[config.mk]
export PLATFORM = sky130hd
export DESIGN_NAME = motor_servo_command_frame_decoder_unit
export DESIGN_NICKNAME = d
export VERILOG_FILES = /design/src/rtl/core/mscfd_pkg.sv /design/src/rtl/core/motor_servo_command_frame_decoder_unit.sv
export SDC_FILE = /design/constraint.sdc
export NUM_CORES = 1
export LEC_CHECK = 0
export BUFFER_PORTS_ARGS = -buffer_cell sky130_fd_sc_hd__buf_2
export CORE_MARGIN = 2
export CORE_UTILIZATION = 45
export CTS_BUF_LIST = sky130_fd_sc_hd__clkbuf_8
export DETAILED_ROUTE_END_ITERATION = 10
export HOLD_SLACK_MARGIN = 0.03
export SLEW_MARGIN = 20
export SYNTH_ARGS = -nofsm -noshare
export SYNTH_HDL_FRONTEND = slang
export SYNTH_SLANG_ARGS = --single-unit
[constraint.sdc]
create_clock -name clk -period 14 [get_ports clk]
set_input_delay 2.1 -clock clk [delete_from_list [all_inputs] [get_ports clk]]
set_output_delay 2.1 -clock clk [all_outputs]
set_load 0.005 [all_outputs]
[src/rtl/core/mscfd_pkg.sv]
// ----------------------------------------------------------------------------
// mscfd_pkg
// Types, codes and constants of the motor/servo command frame decoder.
// ----------------------------------------------------------------------------
`default_nettype none

package mscfd_pkg;

	localparam int FRAME_BYTES_DEF = 10;
	localparam int STATUS_LEN      = 14;
	localparam int DEC_BYTES       = 10;

	localparam logic [7:0] CMD_MOTOR_DUAL = 8'h01;
	localparam logic [7:0] CMD_MOTOR_ONE  = 8'h02;
	localparam logic [7:0] CMD_MOTOR_TWO  = 8'h03;
	localparam logic [7:0] CMD_SERVO_DUAL = 8'h10;
	localparam logic [7:0] CMD_SERVO_ONE  = 8'h11;
	localparam logic [7:0] CMD_SERVO_TWO  = 8'h12;
	localparam logic [7:0] CMD_RESET_ENC  = 8'h20;
	localparam logic [7:0] CMD_STATUS     = 8'h30;
	localparam logic [7:0] ERR_BYTE       = 8'hFF;

	localparam logic [7:0] MODE_SPEED = 8'd0;
	localparam logic [7:0] MODE_POS16 = 8'd1;
	localparam logic [7:0] MODE_POS32 = 8'd2;

	typedef enum logic [1:0] {
		OP_WRITE  = 2'd0,
		OP_READ   = 2'd1,
		OP_STATUS = 2'd2
	} op_t;

	typedef enum logic [2:0] {
		KIND_MOTOR_DUAL = 3'd0,
		KIND_MOTOR_ONE  = 3'd1,
		KIND_MOTOR_TWO  = 3'd2,
		KIND_SERVO_DUAL = 3'd3,
		KIND_SERVO_ONE  = 3'd4,
		KIND_SERVO_TWO  = 3'd5,
		KIND_RESET_ENC  = 3'd6,
		KIND_READ       = 3'd7
	} kind_t;

	typedef struct packed {
		logic [7:0]         read_data;
		logic signed [7:0]  second_angle;
		logic signed [7:0]  first_angle;
		logic signed [31:0] second_long;
		logic signed [15:0] second_short;
		logic signed [31:0] first_long;
		logic signed [15:0] first_short;
		logic [7:0]         ctrl_mode;
	} result_t;

endpackage

`default_nettype wire

[src/rtl/core/motor_servo_command_frame_decoder_unit.sv]
// ----------------------------------------------------------------------------
// motor_servo_command_frame_decoder_unit
// Buffers write frames, stores motor status updates, decodes motor/servo commands on frame end and answers
// read requests with the big-endian status of both motors or an error byte.
// ----------------------------------------------------------------------------
// channel | dir | tdata                                   | tuser          | tlast
// s_*     | in  | rx_byte, status_position, speed, mode   | op, motor sel  | frame_end
// m_*     | out | ctrl_mode .. read_data (128 bits)       | out_kind       | last_of_run
//
// One word per cycle, unless m_tready or a status read stalls it, through an input stage and a result register.
// A status read holds the input stage until all 14 status bytes have been sent, one byte per word.
// Reset clears frame count, last command, motor status and both valids.
// Stalls on m_tready propagate to s_tready within the same cycle.
// ----------------------------------------------------------------------------
`default_nettype none

module motor_servo_command_frame_decoder_unit #(
	parameter int FRAME_BYTES = mscfd_pkg::FRAME_BYTES_DEF
) (
	input  wire logic         clk,
	input  wire logic         arst_n,
	input  wire logic         s_tvalid,
	output logic              s_tready,
	// rx_byte[7:0], status_position[39:8], status_speed[55:40], status_mode[63:56]
	input  wire logic [63:0]  s_tdata,
	// op[1:0], status_motor[2]
	input  wire logic [2:0]   s_tuser,
	input  wire logic         s_tlast,
	output logic              m_tvalid,
	input  wire logic         m_tready,
	// ctrl_mode[7:0], first_short[23:8], first_long[55:24], second_short[71:56],
	// second_long[103:72], first_angle[111:104], second_angle[119:112],
	// read_data[127:120]
	output logic [127:0]      m_tdata,
	// out_kind[2:0]
	output logic [2:0]        m_tuser,
	output logic              m_tlast
);
	import mscfd_pkg::*;

	localparam int CW = $clog2(FRAME_BYTES + 1);
	localparam int IW = $clog2(FRAME_BYTES);
	localparam int RW = $clog2(STATUS_LEN);

	// input stage
	logic               s1_valid_q;
	op_t                op_s1;
	logic [7:0]         byte_s1;
	logic               end_s1;
	logic               sel_s1;
	logic [31:0]        pos_s1;
	logic [15:0]        spd_s1;
	logic [7:0]         mode_s1;

	// state
	logic [7:0]         buf_q [FRAME_BYTES];
	logic [CW-1:0]      cnt_q;
	logic [7:0]         last_cmd_q;
	logic [31:0]        mpos_q [2];
	logic [15:0]        mspd_q [2];
	logic [7:0]         mmode_q [2];
	logic [RW-1:0]      rd_idx_q;

	// result register
	logic               m_valid_q;
	result_t            res_q;
	kind_t              kind_q;
	logic               last_q;

	logic [7:0]         nb [DEC_BYTES];
	logic [CW-1:0]      n;
	logic               full;
	logic               dec_emit;
	kind_t              dec_kind;
	result_t            dec_res;
	logic               status_run;
	logic [7:0]         st_byte;
	logic               s1_emit;
	logic               out_free;
	logic               s1_go;
	logic               s1_done;
	logic               run_last;
	logic               is_dual;

	assign full     = (cnt_q >= CW'(FRAME_BYTES));
	assign n        = full ? cnt_q : cnt_q + CW'(1);
	assign out_free = !m_valid_q || m_tready;
	assign status_run = (last_cmd_q == CMD_STATUS);
	assign run_last   = (rd_idx_q == RW'(STATUS_LEN - 1));

	always_comb begin
		for (int i = 0; i < DEC_BYTES; i++) begin
			nb[i] = (cnt_q == CW'(i)) ? byte_s1 : buf_q[i];
		end
	end

	always_comb begin
		dec_emit = 1'b0;
		dec_kind = KIND_RESET_ENC;
		dec_res  = '0;
		is_dual  = (nb[0] == CMD_MOTOR_DUAL);
		priority if (nb[0] == CMD_MOTOR_DUAL || nb[0] == CMD_MOTOR_ONE ||
				nb[0] == CMD_MOTOR_TWO) begin
			if (n >= CW'(2)) begin
				dec_emit = 1'b1;
				dec_kind = is_dual ? KIND_MOTOR_DUAL :
					(nb[0] == CMD_MOTOR_ONE ? KIND_MOTOR_ONE : KIND_MOTOR_TWO);
				dec_res.ctrl_mode = nb[1];
				if (nb[1] == MODE_SPEED || nb[1] == MODE_POS16) begin
					if (n >= (is_dual ? CW'(6) : CW'(4))) begin
						dec_res.first_short = {nb[2], nb[3]};
						if (is_dual) begin
							dec_res.second_short = {nb[4], nb[5]};
						end
					end
				end else if (nb[1] == MODE_POS32) begin
					if (n >= (is_dual ? CW'(10) : CW'(6))) begin
						dec_res.first_long = {nb[2], nb[3], nb[4], nb[5]};
						if (is_dual) begin
							dec_res.second_long = {nb[6], nb[7], nb[8], nb[9]};
						end
					end
				end
			end
		end else if (nb[0] == CMD_SERVO_DUAL) begin
			if (n >= CW'(3)) begin
				dec_emit = 1'b1;
				dec_kind = KIND_SERVO_DUAL;
				dec_res.first_angle  = nb[1];
				dec_res.second_angle = nb[2];
			end
		end else if (nb[0] == CMD_SERVO_ONE || nb[0] == CMD_SERVO_TWO) begin
			if (n >= CW'(2)) begin
				dec_emit = 1'b1;
				dec_kind = (nb[0] == CMD_SERVO_ONE) ? KIND_SERVO_ONE : KIND_SERVO_TWO;
				dec_res.first_angle = nb[1];
			end
		end else if (nb[0] == CMD_RESET_ENC) begin
			dec_emit = 1'b1;
			dec_kind = KIND_RESET_ENC;
		end else begin
			dec_emit = 1'b0;
		end
	end

	always_comb begin
		unique case (rd_idx_q)
			RW'(0):  st_byte = mpos_q[0][31:24];
			RW'(1):  st_byte = mpos_q[0][23:16];
			RW'(2):  st_byte = mpos_q[0][15:8];
			RW'(3):  st_byte = mpos_q[0][7:0];
			RW'(4):  st_byte = mspd_q[0][15:8];
			RW'(5):  st_byte = mspd_q[0][7:0];
			RW'(6):  st_byte = mmode_q[0];
			RW'(7):  st_byte = mpos_q[1][31:24];
			RW'(8):  st_byte = mpos_q[1][23:16];
			RW'(9):  st_byte = mpos_q[1][15:8];
			RW'(10): st_byte = mpos_q[1][7:0];
			RW'(11): st_byte = mspd_q[1][15:8];
			RW'(12): st_byte = mspd_q[1][7:0];
			RW'(13): st_byte = mmode_q[1];
			default: st_byte = 8'h00;
		endcase
	end

	always_comb begin
		unique case (op_s1)
			OP_WRITE: s1_emit = end_s1 && dec_emit;
			OP_READ:  s1_emit = 1'b1;
			default:  s1_emit = 1'b0;
		endcase
	end

	assign s1_go    = s1_valid_q && (out_free || !s1_emit);
	assign s1_done  = s1_go && !(op_s1 == OP_READ && status_run && !run_last);
	assign s_tready = !s1_valid_q || s1_done;

	always_ff @(posedge clk or negedge arst_n) begin
		if (!arst_n) begin
			s1_valid_q <= 1'b0;
		end else if (s_tvalid && s_tready) begin
			s1_valid_q <= 1'b1;
		end else if (s1_done) begin
			s1_valid_q <= 1'b0;
		end
	end

	always_ff @(posedge clk) begin
		if (s_tvalid && s_tready) begin
			op_s1   <= op_t'(s_tuser[1:0]);
			sel_s1  <= s_tuser[2];
			end_s1  <= s_tlast;
			byte_s1 <= s_tdata[7:0];
			pos_s1  <= s_tdata[39:8];
			spd_s1  <= s_tdata[55:40];
			mode_s1 <= s_tdata[63:56];
		end
	end

	always_ff @(posedge clk) begin
		if (s1_go && op_s1 == OP_WRITE && !full) begin
			buf_q[cnt_q[IW-1:0]] <= byte_s1;
		end
	end

	always_ff @(posedge clk or negedge arst_n) begin
		if (!arst_n) begin
			cnt_q      <= '0;
			last_cmd_q <= '0;
			rd_idx_q   <= '0;
			for (int m = 0; m < 2; m++) begin
				mpos_q[m]  <= '0;
				mspd_q[m]  <= '0;
				mmode_q[m] <= '0;
			end
		end else if (s1_go) begin
			unique case (op_s1)
				OP_WRITE: begin
					if (end_s1) begin
						cnt_q      <= '0;
						last_cmd_q <= nb[0];
					end else if (!full) begin
						cnt_q <= cnt_q + CW'(1);
					end
				end
				OP_READ: begin
					if (status_run) begin
						rd_idx_q <= run_last ? '0 : rd_idx_q + RW'(1);
					end
				end
				OP_STATUS: begin
					mpos_q[sel_s1]  <= pos_s1;
					mspd_q[sel_s1]  <= spd_s1;
					mmode_q[sel_s1] <= mode_s1;
				end
				default: begin
				end
			endcase
		end
	end

	always_ff @(posedge clk or negedge arst_n) begin
		if (!arst_n) begin
			m_valid_q <= 1'b0;
		end else if (s1_go && s1_emit) begin
			m_valid_q <= 1'b1;
		end else if (m_tready) begin
			m_valid_q <= 1'b0;
		end
	end

	always_ff @(posedge clk) begin
		if (s1_go && s1_emit) begin
			if (op_s1 == OP_READ) begin
				res_q           <= '0;
				res_q.read_data <= status_run ? st_byte : ERR_BYTE;
				kind_q          <= KIND_READ;
				last_q          <= !status_run || run_last;
			end else begin
				res_q  <= dec_res;
				kind_q <= dec_kind;
				last_q <= 1'b1;
			end
		end
	end

	assign m_tvalid = m_valid_q;
	assign m_tdata  = res_q;
	assign m_tuser  = kind_q;
	assign m_tlast  = last_q;

	a_run_owner: assert property (@(posedge clk) disable iff (!arst_n)
		(rd_idx_q != '0) |-> (s1_valid_q && op_s1 == OP_READ && status_run))
		else $error("status run active without a read in the input stage");

	a_run_blocks: assert property (@(posedge clk) disable iff (!arst_n)
		(rd_idx_q != '0 && !run_last) |-> !s_tready)
		else $error("input accepted in the middle of a status run");

	a_cmd_last: assert property (@(posedge clk) disable iff (!arst_n)
		(m_valid_q && kind_q != KIND_READ) |-> last_q)
		else $error("command word without tlast");

	a_cnt_sat: assert property (@(posedge clk) disable iff (!arst_n)
		cnt_q <= CW'(FRAME_BYTES))
		else $error("frame count beyond buffer size");

	a_hold: assert property (@(posedge clk) disable iff (!arst_n)
		(m_valid_q && !m_tready) |=> m_valid_q)
		else $error("result word dropped while stalled");

endmodule

`default_nettype wire

==> metrics <==
time the worst path needs with I/O delays and setup=6.16 ns; DP Worst Slack=8.36 ns; CTS resizes=0; Post-route DRC=0; vias in the first global route=10086; Tightest Pin Transition=1.01 ns; Initial Util=45.3%; Nets=1431; remaining global-route overflow=0; root buffer cell=clkbuf_8; P_leak=7.61 nW; Site Rows=70; Slew headroom=32.7%; clock buffer depth=3; cts bufs inserted=69; final worst slack=7.84 ns; H-Tree Depth=3; synth unique cells=68; share of cells above drive strength 1=33.7%; RSZ-0062 raised after global routing=false; Startpoint Class=flip-flop; synth warn=0; max cap viols=0; syn nets=1200; hold_buf cts=0; Mapped Cells=1122; skew final=0.0203 ns; HPWL after DPL=25000 µm; WL/cell=20.3 µm; Port Buffer Count=205; WP data arrival=4.06 ns; Die H=195 µm; hold crit path type=reg2reg; GR Util met3=3.92%; Slew Viols, Final=0; Power Density=148 nW/µm²; Avg Inst Size Synth=14.7 µm²; DR iter-0 viols=852; clk slew on worst S/H paths=0.06 ns; Period Utilization, post-route=44.0%; crit-path max FO=19; Tot GR Track Use=20.0%; # clock sinks=410; clk_lat worst skew=0.60 ns; Layout area overhead=17.4%; Final setup viols=0; first-pass GRT wire length=58500 µm; Setup Crit Path Kind=reg2out; gpl congestion=0.880; final hold violation count=0; Antenna Cells=0; Crit. End Element=primary output; Seq/Total Area, Yosys=70.8%; Finished Core Util=53.2%; grt met1 use=28.3%; grt peak-use layer=met2; DRT antenna net count=0; IR Drop Worst-Case VDD=93.7 µV; Die Area=38100 µm²; Mapped Area=16500 µm²; number of vias per cell=5.38; largest net degree at the start of global routing=92; status=complete, no violations; Initial DRT Pass Iterations=5; setup bufs post-CTS=0; CP required=11.90 ns; FMAX=0.162 GHz; die width=195 µm; Synth Register Bits=410; final wirelength=38000 µm; ys flop type=edfxtp_1; number of synthesized flops with an enable pin=280; initial antenna violation count=0; core area=36300 µm²; setup TNS=0 ns; async set-reset flop share out of synthesis=31.7%; Via Count=10084; IO Count=206; met2 usage=30.5%; CTS tree=built
cell type report:
type,count,area [µm²]
timing repair buffer,225,1180
tap,468,586
clock buffer,81,1110
sequential,410,11700
inverter,7,26.3
multi-input combinational,640,4540
clock inverter,45,218
fill,3042,17000
registers in the layout, summed over array words and instances (netlist names):
register / cells
mpos_q: 64
byte_s1: 8
s1_valid_q: 1
buf_q: 80
pos_s1: 32
m_tvalid: 1
spd_s1: 16
rd_idx_q: 4
sel_s1: 1
mspd_q: 32
mmode_q: 16
op_s1: 2
cnt_q: 4
m_tdata: 128
m_tlast: 1
mode_s1: 8
last_cmd_q: 8
m_tuser: 3
end_s1: 1
cell usage after synthesis, drive strengths merged, types with 7 or more instances:
cell	instances	area, µm²
nor2	138	543
inv	7	26.3
a31oi	8	50.1
nor2b	13	81.3
and2	22	138
buf	25	110
o21ai	36	180
dfrtp	130	3250
mux2	134	1510
nand2	51	191
nor3	13	65.1
nand3	31	155
edfxtp	280	8410
a21oi	34	170
clkbuf	40	150
mux2i	57	571
layout by cell type, fill, tap and decap left out, drive strengths merged, types with 3 or more instances in the layout:
master and count:
nor3 13, a22o 4, ha 6, nor2 138, a311oi 5, or2 5, mux2 134, edfxtp 280
o21ai 36, nand2b 5, and4 3, a21oi 34, buf 225, and2 22, a211oi 4, nor4 3
or3 4, dfrtp 130, nand4 5, clkinvlp 4, a22oi 5, clkinv 14, mux2i 57, clkbuf 81
inv 33, and3 6, a31oi 8, nand2 51, nand3 31, nor2b 13, a221oi 5
worst max-delay path, cell delays in order, from the launching register on:
cell      delay, ns
dfrtp_1        0.44
inv_1          0.15
ha_1           0.26
nor3b_2        0.69
mux2_2         0.47
o22a_2         0.25
a21oi_1        0.26
a21boi_1       0.11
buf_4          0.20
o21ai_0        0.43
buf_2          0.21
cells by family (layout without fill, tap and decap cells):
| family | after synthesis | after routing | share of synthesized area, % |
|---|---|---|---|
| multiplexers | 192 | 192 | 12.8 |
| AO/OA/AOI/OAI | 132 | 132 | 5.27 |
| AND/OR/NAND/NOR | 307 | 307 | 8.79 |
| flip-flops | 410 | 410 | 70.8 |
| buffers and inverters | 72 | 358 | 1.74 |
| XOR/XNOR | 3 | 3 | 0.160 |
| adder cells (fa/ha/maj) | 6 | 6 | 0.456 |
stage by stage:
step           area (µm²)  hold WS (ns)  power (W)  cells
2_1_floorplan       16500         0.447    0.00175   1122
3_3_place_gp        18000         0.483    0.00187   1750
3_5_place_dp        18000         0.488    0.00187   1750
4_1_cts             19300         0.499    0.00289   1876
5_1_grt             19300         0.509    0.00300   1876
6_report            19300         0.498    0.00286   1876
where the power goes:
part           switching [W]  internal [W]
logic               0.000192      0.000163
registers          0.0000763       0.00142
clock network       0.000466      0.000545
routing by layer:
| layer | vias up | routed length [µm] |
|---|---|---|
| li1 | 4634 | - |
| met3 | 85 | 2320 |
| met5 | - | 0 |
| met1 | 4986 | 17000 |
| met4 | 0 | 1160 |
| met2 | 379 | 17600 |
path summary, 6_finish.rpt:
kind,start,end,slack (ns),depth (start not counted)
worst max-delay path,cnt_q[0],s_tready,7.84,10
worst min-delay path,mode_s1[4],mmode_q[4],0.50,1
worst max register to register,cnt_q[0],spd_s1[14],9.35,11
worst min register to register,mode_s1[4],mmode_q[4],0.50,1
max in group asynchronous,arst_n,rd_idx_q[3],10.96,2
min in group asynchronous,arst_n,mpos_q[26],1.59,1
(Power assumes the default switching activity.)
